**src/rtl/epbm_pkg.sv**
```systemverilog
// ----------------------------------------------------------------------------
// epbm_pkg
// types, constants and helpers of the prefix best-match block
// ----------------------------------------------------------------------------
`timescale 1ns / 1ps

package epbm_pkg;

  localparam int TABLE_DEPTH_DEF = 32;

  localparam int SLOT_W      = 5;
  localparam int LEN_W       = 8;
  localparam int HALF_W      = 64;
  localparam int ADDR_W      = 128;
  localparam int V4_BITS     = 32;
  localparam int V6_BITS     = 128;
  localparam int MASK_W      = 32;
  localparam int OCNT_W      = 6;
  localparam int CHUNK_W     = 8;
  localparam int N_CHUNKS    = ADDR_W / CHUNK_W;
  localparam int CHUNK_IDX_W = $clog2(N_CHUNKS);
  localparam int LZ_W        = $clog2(CHUNK_W);

  localparam int QUEUE_DEPTH = 4;
  localparam int QPTR_W      = $clog2(QUEUE_DEPTH);

  localparam logic CMD_WRITE  = 1'b0;
  localparam logic CMD_LOOKUP = 1'b1;
  localparam logic FAM_V4     = 1'b0;
  localparam logic FAM_V6     = 1'b1;

  typedef enum logic [1:0] {
    KIND_DROP   = 2'd0,
    KIND_WRITE  = 2'd1,
    KIND_LOOKUP = 2'd2
  } kind_t;

  typedef struct packed {
    kind_t              kind;
    logic [SLOT_W-1:0]  slot;
    logic               present;
    logic               family;
    logic [LEN_W-1:0]   length;
    logic [HALF_W-1:0]  upper;
    logic [HALF_W-1:0]  lower;
  } work_t;

  typedef struct packed {
    logic               family;
    logic [LEN_W-1:0]   length;
    logic [HALF_W-1:0]  upper;
    logic [HALF_W-1:0]  lower;
  } entry_t;

  // leading zeros of one byte; an all-zero byte is flagged elsewhere
  function automatic logic [LZ_W-1:0] lzc8(input logic [CHUNK_W-1:0] x);
    logic [LZ_W-1:0] n;
    logic            seen;
    n    = '0;
    seen = 1'b0;
    for (int b = CHUNK_W - 1; b >= 0; b--) begin
      if (!seen && !x[b]) begin
        n = n + 1'b1;
      end else begin
        seen = 1'b1;
      end
    end
    return n;
  endfunction

endpackage

```
**src/rtl/epbm_back.sv**
```systemverilog
// ----------------------------------------------------------------------------
// epbm_back
// entry table, scan pipeline and result register
// ----------------------------------------------------------------------------
`timescale 1ns / 1ps

module epbm_back #(
  parameter int TABLE_DEPTH = epbm_pkg::TABLE_DEPTH_DEF
) (
  input  logic                        clk,
  input  logic                        rst_n,
  input  logic                        q_empty,
  output logic                        q_pop,
  input  epbm_pkg::work_t             q_item,
  output logic                        empty,
  input  logic                        pop,
  output logic                        out_found,
  output logic [epbm_pkg::SLOT_W-1:0] out_first_winner,
  output logic [epbm_pkg::MASK_W-1:0] out_winner_mask,
  output logic [epbm_pkg::OCNT_W-1:0] out_winner_count,
  output logic [epbm_pkg::LEN_W-1:0]  out_common_bits,
  output logic [epbm_pkg::LEN_W-1:0]  out_best_length
);
  import epbm_pkg::*;

  localparam int IDX_W  = $clog2(TABLE_DEPTH);
  localparam int WCNT_W = $clog2(TABLE_DEPTH + 1);

  typedef enum logic [2:0] {
    ST_IDLE  = 3'b001,
    ST_SCAN  = 3'b010,
    ST_DRAIN = 3'b100
  } state_t;

  state_t state_r, state_nxt;

  // table
  logic [TABLE_DEPTH-1:0] present_r;
  entry_t                 tbl_mem_r [TABLE_DEPTH];
  entry_t                 rd_data_r;

  // key of the running lookup
  logic                   key_fam_r;
  logic [HALF_W-1:0]      key_upper_r;
  logic [HALF_W-1:0]      key_lower_r;

  logic [IDX_W-1:0]       iss_r, iss_nxt;

  // scan pipeline
  logic                   p1_v_r, p1_hit_r;
  logic [IDX_W-1:0]       p1_idx_r;
  logic                   p2_v_r, p2_ok_r;
  logic [LEN_W-1:0]       p2_len_r;
  logic [IDX_W-1:0]       p2_idx_r;
  logic [N_CHUNKS-1:0]    p2_nz_r;
  logic [LZ_W-1:0]        p2_lz_r [N_CHUNKS];
  logic                   p3_v_r, p3_q_r;
  logic [LEN_W-1:0]       p3_c_r, p3_len_r;
  logic [IDX_W-1:0]       p3_idx_r;

  // running best
  logic                   any_r;
  logic [LEN_W-1:0]       best_c_r, best_len_r;
  logic [TABLE_DEPTH-1:0] mask_r;
  logic [WCNT_W-1:0]      wcnt_r;
  logic [IDX_W-1:0]       first_r;

  // result register
  logic                   out_v_r;
  logic                   out_found_r;
  logic [SLOT_W-1:0]      out_first_r;
  logic [MASK_W-1:0]      out_mask_r;
  logic [OCNT_W-1:0]      out_cnt_r;
  logic [LEN_W-1:0]       out_common_r;
  logic [LEN_W-1:0]       out_len_r;

  logic                   wr_en, start, issue, last_iss, pipe_busy, out_free, finish;
  logic [IDX_W-1:0]       wr_idx;
  logic [ADDR_W-1:0]      diff;
  logic [N_CHUNKS-1:0]    nz;
  logic [LZ_W-1:0]        lz [N_CHUNKS];
  logic                   fam_eq;
  logic [LEN_W-1:0]       cnt;
  logic                   seen_nz;
  logic                   qual;
  logic                   better, tie;

  assign q_pop     = (state_r == ST_IDLE) && !q_empty;
  assign wr_en     = q_pop && (q_item.kind == KIND_WRITE);
  assign start     = q_pop && (q_item.kind == KIND_LOOKUP);
  assign wr_idx    = q_item.slot[IDX_W-1:0];
  assign issue     = (state_r == ST_SCAN);
  assign last_iss  = (iss_r == IDX_W'(TABLE_DEPTH - 1));
  assign pipe_busy = p1_v_r || p2_v_r || p3_v_r;
  assign out_free  = !out_v_r || pop;
  assign finish    = (state_r == ST_DRAIN) && !pipe_busy && out_free;

  always_comb begin
    state_nxt = state_r;
    iss_nxt   = iss_r;
    case (state_r)
      ST_IDLE: begin
        iss_nxt = '0;
        if (start) begin
          state_nxt = ST_SCAN;
        end
      end
      ST_SCAN: begin
        if (last_iss) begin
          state_nxt = ST_DRAIN;
        end else begin
          iss_nxt = iss_r + 1'b1;
        end
      end
      ST_DRAIN: begin
        if (finish) begin
          state_nxt = ST_IDLE;
        end
      end
      default: begin
        state_nxt = ST_IDLE;
      end
    endcase
  end

  always_ff @(posedge clk) begin
    if (!rst_n) begin
      state_r <= ST_IDLE;
      iss_r   <= '0;
    end else begin
      state_r <= state_nxt;
      iss_r   <= iss_nxt;
    end
  end

  always_ff @(posedge clk) begin
    if (!rst_n) begin
      present_r <= '0;
    end else if (wr_en) begin
      present_r[wr_idx] <= q_item.present;
    end
  end

  // single-port table: one write or one scan read per cycle
  always_ff @(posedge clk) begin
    if (wr_en) begin
      tbl_mem_r[wr_idx] <= '{family: q_item.family, length: q_item.length,
                             upper: q_item.upper, lower: q_item.lower};
    end
    rd_data_r <= tbl_mem_r[iss_r];
  end

  always_ff @(posedge clk) begin
    if (start) begin
      key_fam_r   <= q_item.family;
      key_upper_r <= q_item.upper;
      key_lower_r <= q_item.lower;
    end
  end

  // stage 2: xor and per-byte leading zeros
  always_comb begin
    diff = {key_upper_r, key_lower_r} ^ {rd_data_r.upper, rd_data_r.lower};
    // ipv4 caps the count at 32 with a stop bit below the compared field
    if (key_fam_r == FAM_V4) begin
      diff = {diff[ADDR_W-1 -: V4_BITS], 1'b1, {(ADDR_W - V4_BITS - 1){1'b0}}};
    end
    for (int k = 0; k < N_CHUNKS; k++) begin
      nz[k] = |diff[ADDR_W - 1 - k * CHUNK_W -: CHUNK_W];
      lz[k] = lzc8(diff[ADDR_W - 1 - k * CHUNK_W -: CHUNK_W]);
    end
    fam_eq = (rd_data_r.family == key_fam_r);
  end

  // stage 3: first differing byte gives the count
  always_comb begin
    cnt     = LEN_W'(V6_BITS);
    seen_nz = 1'b0;
    for (int k = 0; k < N_CHUNKS; k++) begin
      if (!seen_nz && p2_nz_r[k]) begin
        seen_nz = 1'b1;
        cnt     = {1'b0, CHUNK_IDX_W'(k), p2_lz_r[k]};
      end
    end
    qual = p2_ok_r && (cnt >= p2_len_r);
  end

  always_ff @(posedge clk) begin
    if (!rst_n) begin
      p1_v_r <= 1'b0;
      p2_v_r <= 1'b0;
      p3_v_r <= 1'b0;
    end else begin
      p1_v_r <= issue;
      p2_v_r <= p1_v_r;
      p3_v_r <= p2_v_r;
    end
  end

  always_ff @(posedge clk) begin
    p1_hit_r <= present_r[iss_r];
    p1_idx_r <= iss_r;
    p2_ok_r  <= p1_hit_r && fam_eq;
    p2_len_r <= rd_data_r.length;
    p2_idx_r <= p1_idx_r;
    p2_nz_r  <= nz;
    for (int k = 0; k < N_CHUNKS; k++) begin
      p2_lz_r[k] <= lz[k];
    end
    p3_q_r   <= qual;
    p3_c_r   <= cnt;
    p3_len_r <= p2_len_r;
    p3_idx_r <= p2_idx_r;
  end

  // stage 4: keep the best (count, length) pair and its winner set
  assign better = !any_r || (p3_c_r > best_c_r) ||
                  ((p3_c_r == best_c_r) && (p3_len_r > best_len_r));
  assign tie    = (p3_c_r == best_c_r) && (p3_len_r == best_len_r);

  always_ff @(posedge clk) begin
    if (!rst_n || start) begin
      any_r      <= 1'b0;
      best_c_r   <= '0;
      best_len_r <= '0;
      mask_r     <= '0;
      wcnt_r     <= '0;
      first_r    <= '0;
    end else if (p3_v_r && p3_q_r) begin
      any_r <= 1'b1;
      if (better) begin
        best_c_r   <= p3_c_r;
        best_len_r <= p3_len_r;
        mask_r     <= {{(TABLE_DEPTH - 1){1'b0}}, 1'b1} << p3_idx_r;
        wcnt_r     <= WCNT_W'(1);
        first_r    <= p3_idx_r;
      end else if (tie) begin
        mask_r[p3_idx_r] <= 1'b1;
        wcnt_r           <= wcnt_r + 1'b1;
      end
    end
  end

  always_ff @(posedge clk) begin
    if (!rst_n) begin
      out_v_r <= 1'b0;
    end else if (finish) begin
      out_v_r <= 1'b1;
    end else if (pop) begin
      out_v_r <= 1'b0;
    end
  end

  always_ff @(posedge clk) begin
    if (finish) begin
      out_found_r  <= any_r;
      out_first_r  <= SLOT_W'(first_r);
      out_mask_r   <= MASK_W'(mask_r);
      out_cnt_r    <= OCNT_W'(wcnt_r);
      out_common_r <= best_c_r;
      out_len_r    <= best_len_r;
    end
  end

  assign empty            = !out_v_r;
  assign out_found        = out_found_r;
  assign out_first_winner = out_first_r;
  assign out_winner_mask  = out_mask_r;
  assign out_winner_count = out_cnt_r;
  assign out_common_bits  = out_common_r;
  assign out_best_length  = out_len_r;

endmodule

```
**config.mk**
```make
export PLATFORM = sky130hd
export DESIGN_NAME = epbm_back
export DESIGN_NICKNAME = d
export VERILOG_FILES = /design/src/rtl/epbm_pkg.sv /design/src/rtl/epbm_back.sv
export SDC_FILE = /design/constraint.sdc
export NUM_CORES = 2
export LEC_CHECK = 0
export BUFFER_PORTS_ARGS = -buffer_cell sky130_fd_sc_hd__buf_2
export CAP_MARGIN = 20
export CORE_UTILIZATION = 30
export DETAILED_ROUTE_END_ITERATION = 6
export SYNTH_ARGS = -nofsm -noshare
export SYNTH_HDL_FRONTEND = slang
export SYNTH_MEMORY_MAX_BITS = 65536
export SYNTH_SLANG_ARGS = --single-unit
```
**constraint.sdc**
```tcl
create_clock -name clk -period 12.7 [get_ports clk]
set_input_delay 3.175 -clock clk [delete_from_list [all_inputs] [get_ports clk]]
set_output_delay 3.175 -clock clk [all_outputs]
set_load 0.01 [all_outputs]
```
; ---- Yosys cells after proc, flatten, opt, wreduce, memory -nomap -nowiden
; Memory sizes are Yosys's and may differ from the RTL's. A register that Yosys moved wholly into a read port is not among the register bits.
; Index checks and enable logic that the tools add are counted.
; Widths: inputs -> output; s select.
[word_totals]
register_bits = 351
mem_bits_rw = 4432
inputBits = 149
memories = 2
[op_classes]
addsub = 114
magnitude_cmp = 8
eq_ne = 13
n_shift = 1
n_mux = 293
bitwise = 2
n_reduce_logical = 412
[memory_table]
columns = name, words, width, read_ports, rd_ports_with_merged_regs, write_ports, line
row1 = tbl_mem_r, 32, 137, 1, 1, 1, epbm_back.sv:39  ; entry_t tbl_mem_r [TABLE_DEPTH];
row2 = p2_lz_r, 16, 3, 16, 0, 16, epbm_back.sv:56  ; logic [LZ_W-1:0] p2_lz_r [N_CHUNKS];
[ops]
columns = op, n
row1 = $mux 3, 115
row2 = $add 3x1->3 const B, 112
row3 = $logic_not 1->1, 244
row4 = $mux 1, 150
row5 = $logic_and 1x1->1, 139
row6 = $mux 8, 16
row7 = $reduce_or 8->1, 16
row8 = $xor 128x128->128, 1
row9 = $mux 96, 1
row10 = $mux 32, 2
row11 = $bwmux 32, 1
row12 = $or 32x32->32, 1
row13 = $shl 1x5->32 const A, 1
row14 = $lt 5x6->1 const B, 3
row15 = $eq 8x8->1, 2
row16 = $gt 8x8->1, 2
row17 = $mux 6, 2
row18 = $demux 1 s5, 2
row19 = $ge 5x1->1 const B, 2
row20 = $pmux 5 s2, 1
row21 = $pmux 3 s3, 1
row22 = $ge 8x8->1, 1
row23 = $add 6x1->6 const B, 1
row24 = $logic_or 1x1->1, 6
row25 = other kinds (15), 21

; ---- Depth between registers and ports, before layout
[logic_depth]
word_depth = 48
mapped_depth = 24

; ---- Least setup slack after synthesis
; Ideal clock, no wire load.
[synth_path]
kind = in2reg
from = in q_empty
to = mem tbl_mem_r[24][0] in the netlist's numbering (enable)
arrival_time_ps = 9837
required_ps = 12063
path_slack_ps = 2226
stages = 4
path_buffers = 0
cell_sequence = nor4b_2 and4bb_2 nand3_1 nor2_1
[synth_via]
elab_chain_len = 5
[synth_rtl]
columns = item, line
row1 = "start, declared", epbm_back.sv:12  ; input logic q_empty,
row2 = $logic_not 1->1, epbm_back.sv:88  ; assign q_pop = (state_r == ST_IDLE) && !q_empty;
row3 = $logic_and 1x1->1, epbm_back.sv:88
row4 = $logic_and 1x1->1, epbm_back.sv:89  ; assign wr_en = q_pop && (q_item.kind == KIND_WRITE);
row5 = $mux 1, epbm_back.sv:146  ; if (wr_en) begin
row6 = $mux 1 (implied by the code), epbm_back.sv:147  ; tbl_mem_r[wr_idx] <= '{family: q_item.family, length: q_item.length,
row7 = "end, declared", epbm_back.sv:39
; No other way between the ends.

; ---- Final worst setup path
[layout_path]
from = in q_empty
to = out q_pop
[layout_via]
elab_chain_len = 2
[layout_rtl]
columns = item, line
row1 = $logic_not 1->1, epbm_back.sv:88
row2 = $logic_and 1x1->1, epbm_back.sv:88
row3 = "end, declared", epbm_back.sv:13  ; output logic q_pop,
; No other way between the ends.

==> flow_summary.yaml <==
sta:
  finalSetupViolCount: 0
  finalMaxSlewViolations: 0
  max_freq_mhz: 142
  layout_worst_path_cycle_share: 0.556
  fin_tns_setup_ns: 0
  fin_skew_ns: 0.135
  hold_slack_ns: 0.247
  slew_headroom: 0.199
  period_minus_slack_ns: 7.06
  hold_viol: 0
  tightest_slew_ns: 1.20
  rsz0062_at_grt: "false"
clock_tree:
  cts_tree: "built"
  cts.clk_slew.worst_paths_ns: 0.06
  cts-resized-gates: 0
  clk-insertion-delay-late_ns: 1.08
  htree_levels: 5
  ctsHoldBuffers: 0
  clockBufferDepth: 4
  numCtsBuffers: 474
  cts-root-buf: "clkbuf_16"
  cts_setup_buffers: 0
  clock-sinks: 4920
die:
  pin_count: 211
  start_util: 0.302
  fp-row-count: 289
  die_x_um: 793
  core_mm2: 0.621
  die_area_mm2: 0.628
  die_h_um: 793
critical_path:
  startpoint_type: "input pin"
  crit_type: "in -> out"
  cp-end-kind: "output port"
  path_max_fanout: 4
  cp.required_ns: 9.52
  cp.arrival_ns: 3.89
global_routing:
  grt_antenna_before_repair: 104
  track_usage: 0.147
  grt_max_degree: 140
  grt_pass1_vias: 89921
  grt-ovfl-total: 0
  grt_pass1_wl_um: 672000
final_layout:
  area_delta_synth_final_pct: 14.6
  final-seq-area_mm2: 0.144
  nets: 8886
  fillers: 56531
  drive_above_1_share: 0.296
  multi_input_area_mm2: 0.0416
power:
  power.density_mw_per_mm2: 150
  p_leak_nw: 64.6
  vdd_drop_max_mv: 0.124
yosys:
  synth.most_common_cell: "edfxtp_1"
  synth_cell_types: 68
  avgSynthCellArea_um2: 23.0
  synth-edff-count: 4573
  synth_fp_nets: 8406
  yosysTopAreaCellShare: 0.732
  synth.area.top_cells: "edfxtp_1, mux4_2, dfxtp_1, mux2_2, ha_1"
  synth_top_cell_by_area: "edfxtp_1"
  synth_area_mm2: 0.187
  synth_common_cells: "edfxtp_1, mux4_2, dfxtp_1, clkbuf_1, mux2_2"
  yosys_warnings: 0
  synth_cells: 8150
  synth_async_sr_flop_share: 0
  synth_seq_cells: 4920
  seq_area_frac_synth: 0.770
  synth_ff_type: "edfxtp_1"
route:
  vias: 86729
  drc: 0
  wire_per_inst_um: 27.2
  postRouteWirelength_um: 472000
  via_per_inst: 4.99
  firstDrtPassIters: 6
  ant_nets: 0
  first_iter_violations: 9289
placement:
  place.gp.congestion: 0.789
  dp_hpwl_um: 264000
  port_buffers: 210
hold_path:
  min_path_type: "reg -> reg"
status:
  status: "finished, final reports clean"
run:
  maxCapViolations: 0
## final cells by class
class | count | area share
tap | 8293 | 0.0483
antenna | 41 | 0.000477
sequential | 4920 | 0.671
multi-input combinational | 2764 | 0.194
clock inverter | 258 | 0.0117
clock buffer | 628 | 0.0597
timing repair buffer | 381 | 0.0132
inverter | 89 | 0.00155
## worst max-delay path, cell delays in order
cell and delay, ns:
buf_2 0.11, nor4b_2 0.39, buf_2 0.22
## cells by family (layout without fill, tap and decap cells)
| kind of cell | count (synthesis) | count (layout) | share of synthesized area |
|---|---|---|---|
| AND/OR/NAND/NOR | 465 | 465 | 0.0121 |
| flip-flops | 4920 | 4920 | 0.770 |
| adder cells (fa/ha/maj) | 107 | 107 | 0.00714 |
| buffers and inverters | 466 | 1356 | 0.00984 |
| AO/OA/AOI/OAI | 417 | 417 | 0.0146 |
| XOR/XNOR | 184 | 184 | 0.00860 |
| multiplexers | 1591 | 1591 | 0.178 |
| other | 0 | 41 | 0 |
## final timing paths
check,startpoint,to,slack [ns],cells past startpoint
setup reg to reg,key_fam_r$_DFFE_PP_,p2_lz_r[1][16]$_DFF_P_,7.33,16
hold reg to reg,p1_idx_r[0]$_DFF_P_,p2_idx_r[0]$_DFF_P_,0.25,0
hold / removal,p1_idx_r[0]$_DFF_P_,p2_idx_r[0]$_DFF_P_,0.25,0
setup / recovery,q_empty,q_pop,5.64,3
## flip-flops by register name, summed over array words and instances (netlist names), 16 cells and up
| name | flops |
|---|---|
| key_upper_r | 64 |
| p2_nz_r | 16 |
| tbl_mem_r | 4384 |
| p2_lz_r | 48 |
| rd_data_r | 137 |
| key_lower_r | 64 |
| out_winner_mask | 32 |
| mask_r | 32 |
| present_r | 32 |
## layer usage
| layer | vias to the layer above | global-route usage | wire length, um | share of wire |
|---|---|---|---|---|
| met2 | 3212 | 0.249 | 234000 | 0.50 |
| met4 | 40 | 0.0374 | 12000 | 0.025 |
| li1 | 35432 | - | - | - |
| met1 | 47358 | 0.195 | 195000 | 0.41 |
| met5 | - | 0 | 230 | 0.00049 |
| met3 | 687 | 0.0259 | 31100 | 0.066 |
## where the power goes
part	switching, mW	internal [mW]
Combinational	0.408	0.108
Clock	6.09	7.78
Sequential	0.0212	17.8
## stage by stage
step | util | std cells | cell area, um^2 | setup slack (ns) | power (mW)
after floorplan | - | 8150 | 187000 | 2.23 | 18.3
after global placement | 0.321 | 16438 | 199000 | 5.25 | 18.6
after detailed placement | 0.321 | 16438 | 199000 | 5.24 | 18.6
after CTS | 0.346 | 17324 | 215000 | 5.62 | 32.4
after global routing | 0.346 | 17356 | 215000 | 5.54 | 33.0
final | 0.346 | 17374 | 215000 | 5.64 | 32.2
## layout by cell type (no fill, tap or decap), types with 33 or more instances in the layout
| cell type | synthesis | routed |
|---|---|---|
| clkinv_2 | 0 | 100 |
| nand2_1 | 140 | 140 |
| o21ai_0 | 131 | 131 |
| dfxtp_1 | 347 | 342 |
| inv_1 | 89 | 89 |
| clkbuf_1 | 218 | 117 |
| clkbuf_8 | 0 | 35 |
| mux2_2 | 160 | 160 |
| a21oi_1 | 62 | 61 |
| buf_2 | 54 | 210 |
| clkbuf_16 | 0 | 476 |
| o21a_1 | 39 | 39 |
| nor2_1 | 127 | 94 |
| ha_1 | 107 | 107 |
| and2_1 | 39 | 39 |
| xor2_1 | 136 | 136 |
| xnor2_1 | 48 | 48 |
| clkinv_1 | 0 | 72 |
| buf_4 | 1 | 135 |
| mux2i_1 | 51 | 51 |
| mux4_2 | 1380 | 1380 |
| nor2_4 | 0 | 33 |
| edfxtp_1 | 4573 | 4573 |
| diode_2 | 0 | 41 |
| a21boi_0 | 68 | 68 |
Power figures use the tool's default switching activity.
