### src/rtl/epbm_pkg.sv
// ----------------------------------------------------------------------------
// epbm_pkg
// types, constants and helpers of the prefix best-match block
// ----------------------------------------------------------------------------
`timescale 1ns / 1ps

package epbm_pkg;

  localparam int TABLE_DEPTH_DEF = 32;

  localparam int SLOT_W      = 5;
  localparam int LEN_W       = 8;
  localparam int HALF_W      = 64;
  localparam int ADDR_W      = 128;
  localparam int V4_BITS     = 32;
  localparam int V6_BITS     = 128;
  localparam int MASK_W      = 32;
  localparam int OCNT_W      = 6;
  localparam int CHUNK_W     = 8;
  localparam int N_CHUNKS    = ADDR_W / CHUNK_W;
  localparam int CHUNK_IDX_W = $clog2(N_CHUNKS);
  localparam int LZ_W        = $clog2(CHUNK_W);

  localparam int QUEUE_DEPTH = 4;
  localparam int QPTR_W      = $clog2(QUEUE_DEPTH);

  localparam logic CMD_WRITE  = 1'b0;
  localparam logic CMD_LOOKUP = 1'b1;
  localparam logic FAM_V4     = 1'b0;
  localparam logic FAM_V6     = 1'b1;

  typedef enum logic [1:0] {
    KIND_DROP   = 2'd0,
    KIND_WRITE  = 2'd1,
    KIND_LOOKUP = 2'd2
  } kind_t;

  typedef struct packed {
    kind_t              kind;
    logic [SLOT_W-1:0]  slot;
    logic               present;
    logic               family;
    logic [LEN_W-1:0]   length;
    logic [HALF_W-1:0]  upper;
    logic [HALF_W-1:0]  lower;
  } work_t;

  typedef struct packed {
    logic               family;
    logic [LEN_W-1:0]   length;
    logic [HALF_W-1:0]  upper;
    logic [HALF_W-1:0]  lower;
  } entry_t;

  // leading zeros of one byte; an all-zero byte is flagged elsewhere
  function automatic logic [LZ_W-1:0] lzc8(input logic [CHUNK_W-1:0] x);
    logic [LZ_W-1:0] n;
    logic            seen;
    n    = '0;
    seen = 1'b0;
    for (int b = CHUNK_W - 1; b >= 0; b--) begin
      if (!seen && !x[b]) begin
        n = n + 1'b1;
      end else begin
        seen = 1'b1;
      end
    end
    return n;
  endfunction

endpackage

### src/rtl/epbm_queue.sv
// ----------------------------------------------------------------------------
// epbm_queue
// short item queue between front and back end
// ----------------------------------------------------------------------------
`timescale 1ns / 1ps

module epbm_queue (
  input  logic            clk,
  input  logic            rst_n,
  input  logic            push,
  input  epbm_pkg::work_t item_in,
  output logic            full,
  input  logic            pop,
  output epbm_pkg::work_t item_out,
  output logic            empty
);
  import epbm_pkg::*;

  work_t             ent_r [QUEUE_DEPTH];
  logic [QPTR_W-1:0] wr_ptr_r, wr_ptr_nxt;
  logic [QPTR_W-1:0] rd_ptr_r, rd_ptr_nxt;
  logic [QPTR_W:0]   cnt_r, cnt_nxt;
  logic              do_push, do_pop;

  assign full    = (cnt_r == (QPTR_W + 1)'(QUEUE_DEPTH));
  assign empty   = (cnt_r == '0);
  assign do_push = push && !full;
  assign do_pop  = pop && !empty;

  always_comb begin
    wr_ptr_nxt = do_push ? wr_ptr_r + 1'b1 : wr_ptr_r;
    rd_ptr_nxt = do_pop ? rd_ptr_r + 1'b1 : rd_ptr_r;
    cnt_nxt    = cnt_r;
    if (do_push && !do_pop) begin
      cnt_nxt = cnt_r + 1'b1;
    end else if (do_pop && !do_push) begin
      cnt_nxt = cnt_r - 1'b1;
    end
  end

  always_ff @(posedge clk) begin
    if (!rst_n) begin
      wr_ptr_r <= '0;
      rd_ptr_r <= '0;
      cnt_r    <= '0;
    end else begin
      wr_ptr_r <= wr_ptr_nxt;
      rd_ptr_r <= rd_ptr_nxt;
      cnt_r    <= cnt_nxt;
    end
  end

  always_ff @(posedge clk) begin
    if (do_push) begin
      ent_r[wr_ptr_r] <= item_in;
    end
  end

  assign item_out = ent_r[rd_ptr_r];

endmodule

### config.mk
export PLATFORM = sky130hd
export DESIGN_NAME = epbm_queue
export DESIGN_NICKNAME = d
export VERILOG_FILES = /design/src/rtl/epbm_pkg.sv /design/src/rtl/epbm_queue.sv
export SDC_FILE = /design/constraint.sdc
export NUM_CORES = 1
export LEC_CHECK = 0
export ABC_CLOCK_PERIOD_IN_PS = 5250
export BUFFER_PORTS_ARGS = -buffer_cell sky130_fd_sc_hd__buf_2
export CAP_MARGIN = 10
export CORE_ASPECT_RATIO = 1.25
export CORE_MARGIN = 2
export CORE_UTILIZATION = 35
export DETAILED_ROUTE_END_ITERATION = 6
export GPL_TIMING_DRIVEN = 0
export PLACE_DENSITY_LB_ADDON = 0.12
export SYNTH_ARGS = -nofsm -noshare
export SYNTH_HDL_FRONTEND = slang
export SYNTH_SLANG_ARGS = --single-unit
### constraint.sdc
create_clock -name clk -period 5.25 [get_ports clk]
set_input_delay 0.7875 -clock clk [delete_from_list [all_inputs] [get_ports clk]]
set_output_delay 0.7875 -clock clk [all_outputs]
set_load 0.02 [all_outputs]
==> Yosys cells after proc, flatten, opt, wreduce, memory -nomap -nowiden <==
Memories as Yosys holds them, arrays and structs flattened. A register that Yosys moved wholly into a read port is not among the register bits.
Index checks and enable logic that the tools add are counted.
{ "word_totals": {"regBits": 7, "mem_bits_rw": 580, "inputBits": 149, "output_inout_bits": 147, "word_cells": 25, "mem_count": 1} }
{ "classes": {"n_addsub": 4, "n_eq_ne": 1, "n_mux": 6, "n_reduce_logical": 10} }
{ "memory_table": {"columns": ["name", "depth", "word_bits", "rd", "rd_clocked_by_memory_dff", "wr", "line_no", "rtl"], "rows": [
  ["ent_r", 4, 145, 1, 1, 1, "epbm_queue.sv:19", "work_t ent_r [QUEUE_DEPTH];"]
]} }
{ "op_table": {"columns": ["cell", "count"], "rows": [
  ["$mux 3", 2],
  ["$add 2x1->2 const B", 2],
  ["$logic_and 1x1->1", 4],
  ["$logic_not 1->1", 4],
  ["$mux 2", 2],
  ["$add 3x1->3 const B", 1],
  ["$eq 3x3->1 const B", 1],
  ["$logic_not 3->1", 1],
  ["$sub 3x1->3 const B", 1],
  ["$mux 1", 2],
  ["$reduce_bool 2->1", 1]
]} }

==> Longest topological paths before layout <==
Gate-level depths: netlist of the first run.
{ "logic_depth": {"word_depth": 7, "mapped_depth": 9, "mapped_depth_nobuf": 8} }

==> Least setup slack after synthesis of the first run <==
No wires, ideal clock.
{ "synth_timing": {"kind": "input port to flip-flop", "from": "input port push", "to": "memory ent_r[2][0] (netlist name), enable pin", "setup_time_ps": 522, "arrival_ps": 4496, "t_required_ps": 4728, "path_slack_ps": 232, "path_stages": 3, "path_buffers": 1, "cell_sequence": "nor2b_1 -> clkbuf_1 -> and2_1"} }
{ "synth_via": {"elab_chain_cells": 3} }
{ "synth_rtl": {"columns": ["element", "line_no", "rtl"], "rows": [
  ["start, declared", "epbm_queue.sv:10", "input logic push,"],
  ["$logic_and 1x1->1", "epbm_queue.sv:27", "assign do_push = push && !full;"],
  ["named net do_push", "epbm_queue.sv:23", "logic do_push, do_pop;"],
  ["$mux 1", "epbm_queue.sv:54", "if (do_push) begin"],
  ["$mux 1 (not written as such)", "epbm_queue.sv:55", "ent_r[wr_ptr_r] <= item_in;"],
  ["end, declared", "epbm_queue.sv:19", null]
]} }
The timed path passes the listed nets, and every way through them passes these cells.

==> metrics.md, run 1 <==
| Metric | Value |
|---|---|
| Hold Fails Final Rpt | 0 |
| Antenna violations before repair | 9 |
| Synth Cell Area | between 20,000 and 25,000 um2 |
| Outcome | finished clean |
| Worst hold path type | in2reg |
| Most common cell after layout, fill and taps aside | edfxtp_1 |
| Post-route ant nets | 0 |
| Startpoint types | flop |
| Maximum clock frequency | a little over 300 MHz |
| Slew HR | 0.461 |
| Residual DRC count | 0 |
| Design area | 26,000 um2 |
| DRT Wirelength | between 40 and 50 mm |
| Crit path largest cell delay | 0.66 ns |
| Peak VDD IR | just under 0.3 mV |
| Clock root buffer | clkbuf_16 |
| Routed wire per std cell | 22.9 um |
| Critical Path Most Common Cell | buf_2 |
| CP Data Required Time | roughly 4.5 ns |
| Number of placement rows | 101 |
| Die Span Y | ~280 um |
| Leak | 8.65 nW |
| Nets@finish | 1,327 |
| Crit path depth | 4 |
| Total power | between 10 and 15 mW |
| Top Usage Layer GRT | met2 |
| Die Wd | between 200 and 250 um |
| Met3 Usage GRT | 0.0467 |
| Fillers | 5,252 |
| Share of post-route cells with drive strength above 1 | 0.460 |
| Critical path peak fanout | 10 |
| Post-Route Skew | 0.0137 ns |
| Post-CTS Setup Bufs | 0 |
| Flop-to-flop setup slack | between 2 and 3 ns |
| CTS resizes | 0 |
| CTS Buffer Depth | 3 |
| Core area | roughly 61,000 um2 |
| Largest net degree at the start of global routing | 48 |
| Cell count after synthesis | 805 |
| N_diodes | 0 |
| Final Max Tran Viols | 0 |
| GR Util All Layers | 0.145 |
| Ports | 296 |
| Met2 usage | 0.242 |
| Final Cycle Share | 0.632 |
| Sequential share of the synthesized area | 0.824 |
| Worst Max-Slew Pin Slew | ~0.81 ns |
| Yosys reg bits | about 600 |
| 1st-pass router iterations | 4 |
| Hold_buf cts | 0 |
| Max-cap violations | 0 |
| CP top delay family | buffers and inverters |
| RSZ-0062 raised after global routing | no |
| Slowest-stage cell, CP | clkbuf_1 |
| Avg Vias per Cell | 4.85 |
| # setup viols final | 0 |
| Yosys top cell area share | 0.815 |
| Num CTS Buffers | 59 |
| Synth Warn # | 0 |
| Vias in the first global route | ~11k |
| Worst path cell trace | buf_2 -> clkbuf_1 -> mux4_2 -> buf_2 |
| Minimum clock period | 3.32 ns |
| Syn Nets | 960 |
| First-pass GRT wire length | 67.3 mm |
| Area leader, netlist | edfxtp_1 |
| Grt total ovfl | 0 |
| Unique masters post-synth | 23 |
| PwrDens | a little over 500 nW/um2 |
| CP Capture Point | item_out[52] |
| Via count | 9,651 |
| Port bufs | 294 |
| Setup ws final | 1.93 ns |
| Die area | about 63,000 um2 |
| Leading post-synthesis cells by cell area | edfxtp_1 (82%), mux4_2 (15%), dfxtp_1 (0.84%) |
| Crit Path Class | reg2out |
| Crit. End Element | primary output |
| Routability cong. | 0.653 |
| TritonCTS clock tree | built |
| Most frequent cells in the layout | edfxtp_1 (580), buf_2 (310), mux4_2 (145) |
| Final hold slack | 0.389 ns |
| Initial DRC Count | around 440 |
| WP data arrival | about 2.5 ns |
| CTS sink cnt | a little under 600 |
| Worst R2R Path Depth | 6 |
| H-Tree Depth | 2 |
| Detailed Place HPWL | around 28 mm |
| Worst skew pair latency | between 0.6 and 0.7 ns |
| Place WS | around 2.4 ns |
| Grt met1 use | 0.181 |
| Clk slew on worst S/H paths | 0.06 ns |
| Initial core utilization | 0.353 |
| Reg-to-Reg End | ent_r[0][68] |
| Synthesized area per cell | 26.5 um2 |
| Launch point of the worst reg-to-reg path | cnt_r[0] |
| Buffers and inverters on the worst path | 3 |
| Dpl cell area | approximately 24,000 um2 |
| Area growth, synth to finish | 21.8% |
[synthesized netlist by cell type]
master,number
buf_6,7
inv_1,3
o21ai_0,1
mux2i_1,3
nor2b_1,2
nor3b_1,1
nor3_1,1
mux4_2,145
nand2_1,4
o311ai_0,1
edfxtp_1,580
fa_1,1
dfxtp_1,9
or3_1,1
xor2_1,1
o31ai_1,1
buf_2,16
and2_1,8
ha_1,5
buf_4,4
clkbuf_1,7
xnor2_1,3
a21boi_0,1
[cells by family (layout without fill, tap and decap cells)]
family	Yosys count	after routing	share of synthesized area
flops	589	589	0.824
mux	148	148	0.154
buf+inv	37	450	0.0106
simple gates	17	17	0.00451
fa+ha+maj	6	6	0.00387
compound gates	4	4	0.00135
xor+xnor	4	4	0.00164
[layer usage]
| layer | vias up | wire (um) |
|---|---|---|
| met5 | - | 120 |
| met4 | 18 | 1060 |
| met3 | 89 | 3320 |
| met2 | 236 | 22600 |
| met1 | 5088 | 18600 |
| li1 | 4220 | - |
[flip-flops by register name, indices dropped and copies added, names as in the netlist, named ones only]
signal    flops
rd_ptr_r      2
wr_ptr_r      2
ent_r       580
cnt_r         3
[worst min path at each step]
stage | from | to | slack [ns] | cells after the start
global placement | wr_ptr_r[1] | wr_ptr_r[1] | 0.48 | 2
CTS | item_in[64] | ent_r[3][64] | 0.34 | 1
global route | item_in[45] | ent_r[0][45] | 0.36 | 1
detailed placement | wr_ptr_r[1] | wr_ptr_r[1] | 0.51 | 2
finish | item_in[64] | ent_r[3][64] | 0.39 | 1
floorplan | wr_ptr_r[1] | wr_ptr_r[1] | 0.47 | 2
[per-stage QoR]
| stage | util | TNS (ns) | instances |
|---|---|---|---|
| after floorplan | - | 0 | 805 |
| after global placement | 0.393 | -1941.87 | 1871 |
| after detailed placement | 0.399 | 0 | 1883 |
| after CTS | 0.430 | 0 | 1990 |
| after global routing | 0.430 | 0 | 1990 |
| final | 0.430 | 0 | 1990 |
[area by class of cell]
cell class | instances | area [um2] | share of cell area
flip-flops and latches | 589 | 17600 | 0.676
clock inverters | 33 | 308 | 0.0118
multi-input cells | 179 | 3550 | 0.136
inverters | 3 | 11.3 | 0.000433
repair buffers | 306 | 1800 | 0.0692
clock buffers | 74 | 1580 | 0.0605
well taps | 772 | 966 | 0.0371
plain buffers | 34 | 215 | 0.00827
[where the power goes]
part	total, mW	internal (mW)	switching, mW	leakage, nW
clock network	4.10	2.40	1.70	0.913
registers	5.80	5.70	0.103	5.39
logic	3.45	1.43	2.02	2.35
total	13.4	9.53	3.82	8.65
(Power assumes the default switching activity.)
==> run 2, diff against run 1 <==
ABC_CLOCK_PERIOD_IN_PS = 3040   (was 5250)
clock period = 3.04 ns   (was 5.25 ns; I/O delays follow)
==> metrics.md, run 2 (synthesis results as in run 1) <==
| Metric | Value |
|---|---|
| Minimum clock period | 2.79 ns |
| Startpoint types | flop (unchanged) |
| First-pass GRT wire length | 66.7 mm (was 67.3 mm) |
| Area growth, synth to finish | 21.6% (was 21.8%) |
| Setup ws final | 0.249 ns (was 1.93 ns) |
| Critical path peak fanout | 10 (unchanged) |
| Maximum clock frequency | 358 MHz |
| Post-route ant nets | 0 (unchanged) |
| Dpl cell area | 24,100 um2 (about the same) |
| Multi-input logic area | 3550 um2 (unchanged) |
| NetSw | 6.60 mW (was 3.82 mW) |
| Die Wd | 225 um (unchanged) |
| Detailed Place HPWL | 27.5 mm (was 28.2 mm) |
| Routability cong. | 0.662 (was 0.653) |
| Die Span Y | 280 um (unchanged) |
| Place WS | 0.361 ns (was 2.36 ns) |
| Sw Ratio | 0.287 (was 0.286) |
| Core area | 60,500 um2 (unchanged) |
| Die area | 63,000 um2 (unchanged) |
| Hold_buf cts | 0 (unchanged) |
| CTS sink cnt | 589 (unchanged) |
| Post-CTS Setup Bufs | 0 (unchanged) |
| Clk slew on worst S/H paths | 0.06 ns (about the same) |
| Vias in the first global route | 10.5k (was 10.6k) |
| Initial core utilization | 0.353 (unchanged) |
| Number of placement rows | 101 (unchanged) |
| Final Cycle Share | 0.918 |
| Sequential Area | 17,600 um2 (unchanged) |
| Final Max Tran Viols | 0 (unchanged) |
| Leading registers by flop count | ent_r x580, cnt_r x3 (unchanged) |
| Hold Fails Final Rpt | 0 (unchanged) |
| GR Util All Layers | 0.143 (was 0.145) |
| Crit. End Element | primary output (unchanged) |
| CTS resizes | 3 (was 0) |
| Outcome | finished clean (unchanged) |
| Share of power burned in the clock network | 0.305 (was 0.307) |
| Peak VDD IR | 0.630 mV (was 0.296 mV) |
| Worst skew pair latency | 0.60 ns (was 0.61 ns) |
| RSZ-0062 raised after global routing | no (unchanged) |
| Post-Route Skew | 0.0180 ns (was 0.0137 ns) |
| Slew HR | 0.403 (was 0.461) |
| Internal | 16.4 mW (was 9.53 mW) |
| PwrDens | 884 nW/um2 (was 513 nW/um2) |
| Total power | 23.0 mW (was 13.4 mW) |
| DRT Wirelength | 45.1 mm (was 45.7 mm) |
| Grt total ovfl | 0 (unchanged) |
| Max-cap violations | 0 (unchanged) |
| WP data arrival | 2.33 ns (was 2.53 ns) |
| Worst Max-Slew Pin Slew | 0.896 ns (was 0.809 ns) |
| Initial DRC Count | 597 (was 443) |
| Fillers | 5,281 (was 5,252) |
| Most common cell after layout, fill and taps aside | edfxtp_1 (unchanged) |
| Setup TNS | 0 ns (unchanged) |
| Final hold slack | 0.0648 ns (was 0.389 ns) |
| Largest Register | ent_r (unchanged) |
| Via count | 9,545 (was 9,651) |
| Crit Path Class | reg2out (unchanged) |
| Sequential Power Share | 0.436 (was 0.435) |
| Gate power share | 0.259 (was 0.258) |
| Avg Vias per Cell | 4.80 (was 4.85) |
| CTS Buffer Depth | 3 (unchanged) |
| Clock root buffer | clkbuf_16 (unchanged) |
| Port bufs | 294 (unchanged) |
| Design area | 26,000 um2 (about the same) |
| Residual DRC count | 0 (unchanged) |
| Share of post-route cells with drive strength above 1 | 0.462 (was 0.460) |
| Ports | 296 (unchanged) |
| Most frequent cells in the layout | edfxtp_1 (580), buf_2 (308), mux4_2 (145) (was edfxtp_1 (580), buf_2 (310), mux4_2 (145)) |
| Routed wire per std cell | 22.7 um (was 22.9 um) |
| Worst hold path type | in2reg (unchanged) |
| 1st-pass router iterations | 5 (was 4) |
| Max FFs per register | 580 (unchanged) |
| # setup viols final | 0 (unchanged) |
| Leak | 8.64 nW (was 8.65 nW) |
| Num CTS Buffers | 58 (was 59) |
| Nets@finish | 1,325 (was 1,327) |
| TritonCTS clock tree | built (unchanged) |
| H-Tree Depth | 2 (unchanged) |
| CP Data Required Time | 2.58 ns (was 4.46 ns) |
| Antenna violations before repair | 5 (was 9) |
| Largest net degree at the start of global routing | 51 (was 48) |
==> run 2: cell types whose count changed in the layout (fill, tap and decap cells not counted) <==
cell / delta
inv_6: -1
clkinv_1: -4
buf_4: +2
clkinv_2: +2
diode_2: +1
bufinv_16: -1
clkinv_4: +1
clkinvlp_4: +1
buf_16: -1
clkbuf_1: +1
buf_2: -2
clkbuf_2: +1
==> run 2: per-stage QoR <==
step / std cells / util
after detailed placement: 1882 / 0.398
after global placement: 1871 / 0.393
after CTS: 1989 / 0.429
final: 1990 / 0.429
after floorplan: 805 / -
after global routing: 1989 / 0.429
==> run 2: layer usage <==
| layer | routed length [um] | GRT usage | share of wire | up-vias |
|---|---|---|---|---|
| met5 | 63 | 0 | 0.0014 | - |
| met4 | 1160 | 0.0440 | 0.026 | 10 |
| met3 | 3000 | 0.0417 | 0.066 | 82 |
| met2 | 22800 | 0.245 | 0.51 | 243 |
| met1 | 18100 | 0.176 | 0.40 | 4982 |
| li1 | - | - | - | 4228 |
==> run 2: power by group through the flow <==
| stage | Combinational, mW | Clock [mW] | Sequential (mW) |
|---|---|---|---|
| floorplan | 3.98 | 0 | 10.2 |
| global placement | 6.02 | 0 | 10.3 |
| detailed placement | 6.15 | 0 | 10.2 |
| CTS | 6.17 | 7.26 | 10.0 |
| global route | 6.40 | 7.53 | 10.1 |
| finish | 5.95 | 7.02 | 10.0 |
==> run 2: layout make-up <==
class / instances / share of cell area
Tap cell: 772 / 0.0372
Buffer: 34 / 0.00852
Multi-Input combinational cell: 179 / 0.137
Timing Repair Buffer: 305 / 0.0683
Inverter: 3 / 0.000433
Antenna cell: 1 / 0.0000963
Clock inverter: 31 / 0.0108
Sequential cell: 589 / 0.677
Clock buffer: 76 / 0.0609
==> run 2: final timing paths <==
path                start             to  slack, ns  cells after the start
max                  flop    item_out[3]       0.25                      4
min          item_in[123]  ent_r[0][123]       0.06                      1
max reg2reg      cnt_r[0]   ent_r[3][53]       0.44                      5
min reg2reg   wr_ptr_r[0]    wr_ptr_r[0]       0.51                      2
==> run 2: worst max-delay path, stage by stage (launching register included) <==
cell,delay [ns]
dfxtp_1,0.30
buf_4,0.25
clkbuf_1,0.55
mux4_2,0.43
buf_2,0.20
==> run 3, diff against run 2 <==
ABC_AREA = 1   (was default)
GPL_TIMING_DRIVEN = default   (was 0)
SLEW_MARGIN = 20   (was default)
==> metrics.md, run 3 <==
| Metric | Value |
|---|---|
| Outcome | finished clean (unchanged) |
| Main synth FF type | edfxtp_1 (unchanged) |
| Ys async rst share | 0 (unchanged) |
| Hold Fails Final Rpt | 0 (unchanged) |
| Cell count after synthesis | 1,472 (was 805) |
| Place WS | 0.627 ns (was 0.361 ns) |
| Most frequent cells in the layout | edfxtp_1 (580), nor2_1 (299), buf_2 (295) (was edfxtp_1 (580), buf_2 (308), mux4_2 (145)) |
| RSZ-0062 raised after global routing | no (unchanged) |
| NetSw | 7.41 mW (was 6.60 mW) |
| Post-route ant nets | 0 (unchanged) |
| Nets@finish | 1,925 (was 1,325) |
| WP data arrival | 2.42 ns (was 2.33 ns) |
| Leading registers by flop count | ent_r x580, cnt_r x3 (unchanged) |
| Crit Path Class | reg2out (unchanged) |
| Launch point of the worst reg-to-reg path | cnt_r[1] (was cnt_r[0]) |
| Largest Register | ent_r (unchanged) |
| # setup viols final | 0 (unchanged) |
| Initial core utilization | 0.353 (about the same) |
| CTS Buffer Depth | 3 (unchanged) |
| Startpoint types | flop (unchanged) |
| Routed wire per std cell | 20.3 um (was 22.7 um) |
| Routability cong. | 0.731 (was 0.662) |
| Synth Warn # | 0 (unchanged) |
| Sequential Power Share | 0.445 (was 0.436) |
| Antenna violations before repair | 12 (was 5) |
| Worst path cell trace | buf_12 -> o21ai_0 -> o22ai_1 -> buf_2 (was buf_4 -> clkbuf_1 -> mux4_2 -> buf_2) |
| Share of post-route cells with drive strength above 1 | 0.226 (was 0.462) |
| Initial DRC Count | 835 (was 597) |
| Yosys top cell area share | 0.797 (was 0.815) |
| Clk slew on worst S/H paths | 0.07 ns (was 0.06 ns) |
| Post-Route Skew | 0.0246 ns (was 0.0180 ns) |
| Core area | 61,900 um2 (was 60,500 um2) |
| TritonCTS clock tree | built (unchanged) |
| Final Cycle Share | 0.945 (was 0.918) |
| Count leader, synth | edfxtp_1 (unchanged) |
| Leading post-synthesis cells by cell area | edfxtp_1 (80%), o21ai_0 (6.7%), nor2_1 (5.2%) (was edfxtp_1 (82%), mux4_2 (15%), dfxtp_1 (0.84%)) |
| Area leader, netlist | edfxtp_1 (unchanged) |
| Die area | 64,400 um2 (was 63,000 um2) |
| Reg-to-Reg End | cnt_r[1] (was ent_r[3][53]) |
| Num CTS Buffers | 58 (unchanged) |
| Maximum clock frequency | 348 MHz (was 358 MHz) |
| Crit path largest cell delay | 0.42 ns (was 0.55 ns) |
| Number of flops mapped to enable cells by yosys | 580 (unchanged) |
| Worst skew pair latency | 0.62 ns (was 0.60 ns) |
| Setup TNS | 0 ns (unchanged) |
| Residual DRC count | 0 (unchanged) |
| Detailed Place HPWL | 30.2 mm (was 27.5 mm) |
| Flop-to-flop setup slack | 1.11 ns (was 0.44 ns) |
| Internal | 15.2 mW (was 16.4 mW) |
| 1st-pass router iterations | 4 (was 5) |
| Sw Ratio | 0.327 (was 0.287) |
| Largest net degree at the start of global routing | 159 (was 51) |
| Core Util, Final | 0.424 (was 0.429) |
| Vias in the first global route | 13.1k (was 10.5k) |
| Minimum clock period | 2.87 ns (was 2.79 ns) |
| Worst Max-Slew Pin Slew | 0.961 ns (was 0.896 ns) |
| Syn Nets | 1,627 (was 960) |
| First-pass GRT wire length | 80.4 mm (was 66.7 mm) |
| Crit. End Element | primary output (unchanged) |
| Port bufs | 295 (was 294) |
| Yosys reg bits | 589 (unchanged) |
| Grt total ovfl | 0 (unchanged) |
| Share of power burned in the clock network | 0.288 (was 0.305) |
| CP Capture Point | item_out[3] (unchanged) |
| Leak | 9.03 nW (was 8.64 nW) |
| Peak VDD IR | 0.515 mV (was 0.630 mV) |
| Setup ws final | 0.167 ns (was 0.249 ns) |
| Gate power share | 0.266 (was 0.259) |
| Die Span Y | 283 um (was 280 um) |
| Critical path peak fanout | 158 (was 10) |
| Final Max Tran Viols | 0 (unchanged) |
| Slew HR | 0.359 (was 0.403) |
| Ports | 296 (unchanged) |
| CP Data Required Time | 2.58 ns (about the same) |
| Sequential share of the synthesized area | 0.806 (was 0.824) |
| Worst hold path type | in2reg (unchanged) |
| Via count | 13.1k (was 9,545) |
| Avg Vias per Cell | 4.93 (was 4.80) |
| GR Util All Layers | 0.164 (was 0.143) |
| H-Tree Depth | 2 (unchanged) |
| PwrDens | 862 nW/um2 (was 884 nW/um2) |
| DRT Wirelength | 53.7 mm (was 45.1 mm) |
| Clock root buffer | clkbuf_16 (unchanged) |
| Max FFs per register | 580 (unchanged) |
| Top post-synthesis cells by count | edfxtp_1 (580), nor2_1 (304), o21ai_0 (291) (was edfxtp_1 (580), mux4_2 (145), buf_2 (16)) |
| Synth Cell Area | 21,800 um2 (was 21,400 um2) |
| Number of placement rows | 102 (was 101) |
| Unique masters post-synth | 18 (was 23) |
| Area growth, synth to finish | 20.1% (was 21.6%) |
| CTS sink cnt | 589 (unchanged) |
| Max-cap violations | 0 (unchanged) |
| Most common cell after layout, fill and taps aside | edfxtp_1 (unchanged) |
| Synthesized area per cell | 14.8 um2 (was 26.5 um2) |
| Worst R2R Path Depth | 9 (was 5) |
| Die Wd | 227 um (was 225 um) |
| Slowest-stage cell, CP | dfxtp_4 (was clkbuf_1) |
-- run 3: cell types whose count changed after synthesis, sizes merged, moves of 2 or more --
cell | previous run | this run
o21ai | 1 | 291
mux4 | 145 | 0
xnor2 | 3 | 0
nor2 | 0 | 304
and2 | 8 | 0
mux2i | 3 | 0
nand2 | 4 | 15
clkbuf | 7 | 61
nand3 | 0 | 4
a21oi | 0 | 3
o22ai | 0 | 145
buf | 27 | 34
nor2b | 2 | 0
inv | 3 | 18
-- run 3: repair_timing --
item                       in CTS  in global routing
pin swaps                       0                  0
setup buffers                   1                  0
setup endpoints to repair       5                  1
hold endpoints to repair        8                  0
hold buffers                    2                  0
resized for setup               0                  1
-- run 3: metal layers --
metal  vias to the layer above  track usage  share of wire
met5                         -            0         0.0020
met4                        18       0.0451          0.021
met3                        88       0.0467          0.066
met2                       288        0.276           0.49
met1                      6512        0.207           0.43
li1                       6167            -              -
-- run 3: stage by stage --
stage	instance area, um2	instances	power (mW)	hold slack, ns
floorplan	21900	1472	14.0	0.465
CTS	26200	2648	23.0	0.000361
global placement	24500	2539	16.4	0.473
finish	26200	2652	22.6	0.0527
global route	26200	2650	23.8	0.0129
detailed placement	24500	2539	16.4	0.502
-- run 3: cells by family after synthesis --
| kind of cell | after synthesis | share of synthesized area |
|---|---|---|
| flip-flops | 589 | 0.806 |
| AO/OA/AOI/OAI | 439 | 0.109 |
| AND/OR/NAND/NOR | 324 | 0.0561 |
| buffers and inverters | 113 | 0.0253 |
| adder cells (fa/ha/maj) | 6 | 0.00378 |
| XOR/XNOR | 1 | 0.000401 |
-- run 3: layout make-up --
type                    instances  area, um2
flip-flops and latches        589      17600
well taps                     832       1040
clock buffers                  81       1560
diodes                          4       10.0
multi-input cells             770       3740
clock inverters                25        150
repair buffers                333       2060
fillers                      5716      35700
inverters                      18       80.1
-- run 3: worst max-delay path, delay by kind of cell, from the launching register on --
kind	cells	cell delay, ns
compound gates	2	0.44
buf+inv	2	0.58
flops	1	0.42
-- run 3: worst min path at each step --
stage	end	from	cells past startpoint
CTS	ent_r[3][125]	item_in[125]	1
finish	ent_r[3][137]	item_in[137]	1
detailed placement	flop	rd_ptr_r[0]	2
global route	ent_r[2][137]	item_in[137]	1
floorplan	flop	rd_ptr_r[1]	2
global placement	flop	rd_ptr_r[1]	2
-- run 3: power by group through the flow --
stage	sequential [mW]	clock (mW)	combinational, mW
finish	10.1	6.53	6.03
global route	10.1	7.06	6.61
CTS	10.1	6.76	6.19
detailed placement	10.3	0	6.16
global placement	10.3	0	6.13
floorplan	10.2	0	3.78
